[src/design/rn_pkg.sv]
// ----------------------------------------------------------------------------
// Rank normaliser package
// Field widths shared by the rank normaliser and its checker.
// ----------------------------------------------------------------------------
`default_nettype none

package rn_pkg;

  localparam int VALUE_W = 32;
  localparam int RANK_W  = 7;

endpackage

`default_nettype wire

[src/design/rank_normalizer.sv]
// Loading: a sequence of n values loads at one request per cycle; the request
// flagged last starts the burst, and each rank is then found by comparing every
// value through the second memory read port, then a finishing and an output state.
// Input stays stalled until the last rank is taken; the single compare port sets the pace.
// Reset: control state returns to loading with an empty store; the memory itself
// is not cleared.
`default_nettype none

// ----------------------------------------------------------------------------
// Rank normaliser
// Stores a sequence of signed values and returns each value's 1-based rank.
// ----------------------------------------------------------------------------
module rank_normalizer #(
  parameter int MAX_COUNT = 64
) (
  input  logic                                clk,
  input  logic                                rst_n,
  input  logic                                in_valid,
  output logic                                in_stall,
  input  logic signed [rn_pkg::VALUE_W-1:0]   in_value,
  input  logic                                in_last,
  output logic                                out_valid,
  input  logic                                out_stall,
  output logic        [rn_pkg::RANK_W-1:0]    out_rank,
  output logic                                out_last_rank
);

  import rn_pkg::*;

  localparam int AW = (MAX_COUNT > 1) ? $clog2(MAX_COUNT) : 1;
  localparam int CW = AW + 1;

  typedef enum logic [1:0] {
    S_LOAD,
    S_SCAN,
    S_DRAIN,
    S_OUT
  } state_t;

  state_t                    state_r;
  logic         [CW-1:0]     count_r;
  logic         [AW-1:0]     pos_r;
  logic         [AW-1:0]     k_r;
  logic         [CW-1:0]     smaller_r;
  logic                      cmp_v_r;
  logic                      out_valid_r;
  logic         [RANK_W-1:0] out_rank_r;
  logic                      out_last_r;

  logic signed [VALUE_W-1:0] mem [MAX_COUNT];
  logic signed [VALUE_W-1:0] rd_a_r;
  logic signed [VALUE_W-1:0] rd_b_r;

  logic                      in_accept;
  logic                      wr_en;
  logic                      hit;
  logic                      k_last;
  logic                      pos_last;
  logic         [RANK_W-1:0] rank_nxt;

  assign in_stall  = (state_r != S_LOAD);
  assign in_accept = in_valid && !in_stall;
  assign wr_en     = in_accept && (count_r < CW'(MAX_COUNT));
  assign hit       = cmp_v_r && (rd_b_r < rd_a_r);
  assign k_last    = ((CW'(k_r) + CW'(1)) == count_r);
  assign pos_last  = ((CW'(pos_r) + CW'(1)) == count_r);
  assign rank_nxt  = RANK_W'(smaller_r) + RANK_W'(hit) + RANK_W'(1'b1);

  always_ff @(posedge clk) begin
    if (wr_en) begin
      mem[count_r[AW-1:0]] <= in_value;
    end
    rd_a_r <= mem[pos_r];
    rd_b_r <= mem[k_r];
  end

  always_ff @(posedge clk) begin
    if (!rst_n) begin
      state_r     <= S_LOAD;
      count_r     <= '0;
      pos_r       <= '0;
      k_r         <= '0;
      smaller_r   <= '0;
      cmp_v_r     <= 1'b0;
      out_valid_r <= 1'b0;
    end else begin
      cmp_v_r <= (state_r == S_SCAN);
      if (hit) begin
        smaller_r <= smaller_r + CW'(1);
      end
      unique case (state_r)
        S_LOAD: begin
          if (in_accept) begin
            if (wr_en) begin
              count_r <= count_r + CW'(1);
            end
            if (in_last) begin
              state_r   <= S_SCAN;
              pos_r     <= '0;
              k_r       <= '0;
              smaller_r <= '0;
            end
          end
        end
        S_SCAN: begin
          k_r <= k_r + AW'(1);
          if (k_last) begin
            state_r <= S_DRAIN;
          end
        end
        S_DRAIN: begin
          out_valid_r <= 1'b1;
          out_rank_r  <= rank_nxt;
          out_last_r  <= pos_last;
          state_r     <= S_OUT;
        end
        S_OUT: begin
          if (!out_stall) begin
            out_valid_r <= 1'b0;
            if (out_last_r) begin
              state_r <= S_LOAD;
              count_r <= '0;
            end else begin
              pos_r     <= pos_r + AW'(1);
              k_r       <= '0;
              smaller_r <= '0;
              state_r   <= S_SCAN;
            end
          end
        end
      endcase
    end
  end

  assign out_valid     = out_valid_r;
  assign out_rank      = out_rank_r;
  assign out_last_rank = out_last_r;

endmodule

`default_nettype wire

[config.mk]
export PLATFORM = sky130hd
export DESIGN_NAME = rank_normalizer
export DESIGN_NICKNAME = d
export VERILOG_FILES = /design/src/design/rn_pkg.sv /design/src/design/rank_normalizer.sv
export SDC_FILE = /design/constraint.sdc
export NUM_CORES = 2
export LEC_CHECK = 0
export CAP_MARGIN = 10
export CORE_ASPECT_RATIO = 0.7
export CORE_MARGIN = 1
export CORE_UTILIZATION = 30
export CTS_CLUSTER_DIAMETER = 50
export DETAILED_ROUTE_END_ITERATION = 16
export DONT_BUFFER_PORTS = 1
export HOLD_SLACK_MARGIN = 0.12
export SLEW_MARGIN = 0
export SYNTH_ARGS = -nofsm -noshare
export SYNTH_HDL_FRONTEND = slang
export SYNTH_SLANG_ARGS = --single-unit
[constraint.sdc]
create_clock -name clk -period 5.1 [get_ports clk]
set_clock_uncertainty 0.05 [all_clocks]
set_input_delay 0.255 -clock clk [delete_from_list [all_inputs] [get_ports clk]]
set_output_delay 0.255 -clock clk [all_outputs]
set_load 0.02 [all_outputs]
==> run metrics <==
relative slew slack=18.3%; Hold Fails Final Rpt=0; floorplan row count=roughly 180; post-route setup TNS=0 ps; First-pass DRT Iterations=6; CTS max path bufs=4; dpl cell area=105000 µm²; syn_nets=between 4000 and 5000; DIE WIDTH=685 µm; first-pass GRT wire length=~430000 µm; Setup crit start kind=flop; Die Span Y=approximately 480 µm; crit path DAT=around 4400 ps; Cell variety after synth=54; CP Cell Sequence=inv_1, ha_1, nand4_1, nor4b_1, nand2_1, o211ai_1, o21ai_0, o31a_1, ha_1, inv_1, ha_1, nand2_1, xnor2_1; remaining antenna violation count=0; CTS tree=done; Post-CTS Resized=0; Nets=about 4600; Finished Cell Area=113000 µm²; final setup fails=0; Routed WL per cell=34.1 µm; Syn. warnings=0; CP Max Fanout=6; Max Slew Vio Count=0; ys flop type=edfxtp_1; area grow syn2layout=15.3%; most common cell in the synthesized netlist=edfxtp_1; RSZ-0062 raised after global routing=no; Syn Std Cell Area=98100 µm²; initial antenna violation count=18; worst stage delay on the critical path=700 ps; Power Density=363 nW/µm²; clock-pin slew on the worst setup and hold paths=around 60 ps; Synth area leaders=edfxtp_1, mux4_2, dfxtp_1; Pwr Total=between 40 and 50 mW; maxcap violations=0; most frequent CP cell=ha_1; drt drc=0; sequential area share after synthesis=64.9%; io pins=47; fmax=0.261 GHz; total die area=329000 µm²; EDFF count, synth=between 2000 and 2500; maximum VDD drop=0.270 mV; remaining global-route overflow=0; share of layout cells above drive strength 1=40.5%; Core Region=~320000 µm²; area leader, netlist=edfxtp_1; Initial DRC Count=7577; nature of the critical path endpoint=flop; fin crit period=3830 ps; Worst path slowest cell=nor4b_1; Initial Util=30.2%; clk_lat worst skew=900 ps; TritonCTS buffer count=207; port buffer count=0; Synth Instances=4411; Num Clock Sinks=between 2000 and 2500; WL final=308000 µm; post-synth top area share=a little over three fifths; period utilization=around three quarters; synth cell count leaders=edfxtp_1, mux4_2, clkbuf_1; vias in the first global route=~52000; Hold WS=roughly 320 ps; RePlAce Congestion=0.826; fillers=29800; Setup CP Type=flop to flop; asr flop ratio synth=0%; vias post-DR=52500; largest net degree at the start of global routing=70; Total GRT Usage=a little under a fifth; Worst Tran Pin Value=between 1000 and 1500 ps; Post-DP HPWL=between 150000 and 200000 µm; root buf cell=clkbuf_16; H-tree depth=4; status=completed; FF+latch count, synth=2150; HP Class=primary input to flop; Critical Path RT=5660 ps; Avg Inst Size Synth=between 20 and 25 µm²; Leak=32.4 nW; Vias/cell=5.80
cells by family after synthesis:
group | count (synthesis) | synth area share (%)
AO/OA/AOI/OAI | 188 | 1.25
XOR/XNOR | 24 | 0.228
flip-flops | 2150 | 64.9
multiplexers | 1333 | 30.0
buffers and inverters | 383 | 1.72
adder cells (fa/ha/maj) | 41 | 0.523
AND/OR/NAND/NOR | 292 | 1.38
registers in the layout, summed over array words and instances, names as in the netlist:
| signal | cells |
|---|---|
| cmp_v_r | 1 |
| count_r | 7 |
| k_r | 6 |
| mem | 2048 |
| out_last_rank | 1 |
| out_rank | 7 |
| out_valid | 1 |
| pos_r | 6 |
| rd_a_r | 32 |
| rd_b_r | 32 |
| smaller_r | 7 |
| state_r | 2 |
worst max-delay path, delay by kind of cell (launching register included):
kind	cells	cell delay, ps
AO/OA/AOI/OAI	3	580
adder cells (fa/ha/maj)	3	940
buffers and inverters	2	140
flip-flops	1	340
AND/OR/NAND/NOR	4	1410
XOR/XNOR	1	130
metrics by stage:
stage          utilization (%)  worst slack, ps  instances
6_report                  34.8             1270       9058
3_3_place_gp              32.3             1340       8609
2_1_floorplan                -             2090       4411
3_5_place_dp              32.3             1320       8609
4_1_cts                   34.8             1340       9055
5_1_grt                   34.8              988       9055
worst paths after layout:
kind           startpoint           to  slack, ps  cells after the start
min reg2reg    state_r[1]   state_r[1]        470                      2
max            rd_a_r[31]  out_rank[6]       1270                     13
min          in_value[14]  mem[20][14]        320                      2
max reg2reg    rd_a_r[31]  out_rank[6]       1270                     13
where the power goes:
part,internal [mW],switching [mW],leakage (nW),total [mW]
Clock,9.14,6.96,3.36,16.1
Combinational,2.39,2.57,9.78,4.97
Sequential,19.7,0.316,19.3,20.0
cell usage in the layout (no fill, tap or decap), drive strengths merged, types with 4 or more instances in the layout:
master       count
a211oi          73
a21boi           4
a21oi           41
a31oi           11
and2             9
and3             4
buf            230
bufinv          26
clkbuf         267
clkinv          65
clkinvlp        11
dfxtp           94
dlygate4sd3     38
edfxtp        2056
ha              41
inv             54
mux2             6
mux2i           39
mux4          1288
nand2           96
nand2b           4
nand3           17
nand4            5
nor2            89
nor2b           37
nor3            12
nor3b            7
o21ai           36
xnor2           13
xor2            10
metal layers:
layer	GRT usage [%]	part of all wire (%)
met5	0	0.023
met4	4.38	2.5
met3	5.25	12
met2	26.3	43
met1	27.7	43
layout make-up:
| cell class | instances | area, µm² | area share (%) |
|---|---|---|---|
| Antenna cell | 3 | 7.51 | 0.00664 |
| Multi-Input combinational cell | 1878 | 33300 | 29.4 |
| Sequential cell | 2150 | 63700 | 56.3 |
| Clock buffer | 267 | 5640 | 4.99 |
| Clock inverter | 109 | 1270 | 1.12 |
| Timing Repair Buffer | 268 | 3610 | 3.19 |
| Tap cell | 4336 | 5430 | 4.80 |
| Inverter | 47 | 179 | 0.158 |
timing repair:
item | CTS | global route
setup buffers | 0 | 0
endpoints found under the hold margin | 2086 | 0
hold buffers | 70 | 0
(Power assumes the default switching activity.)
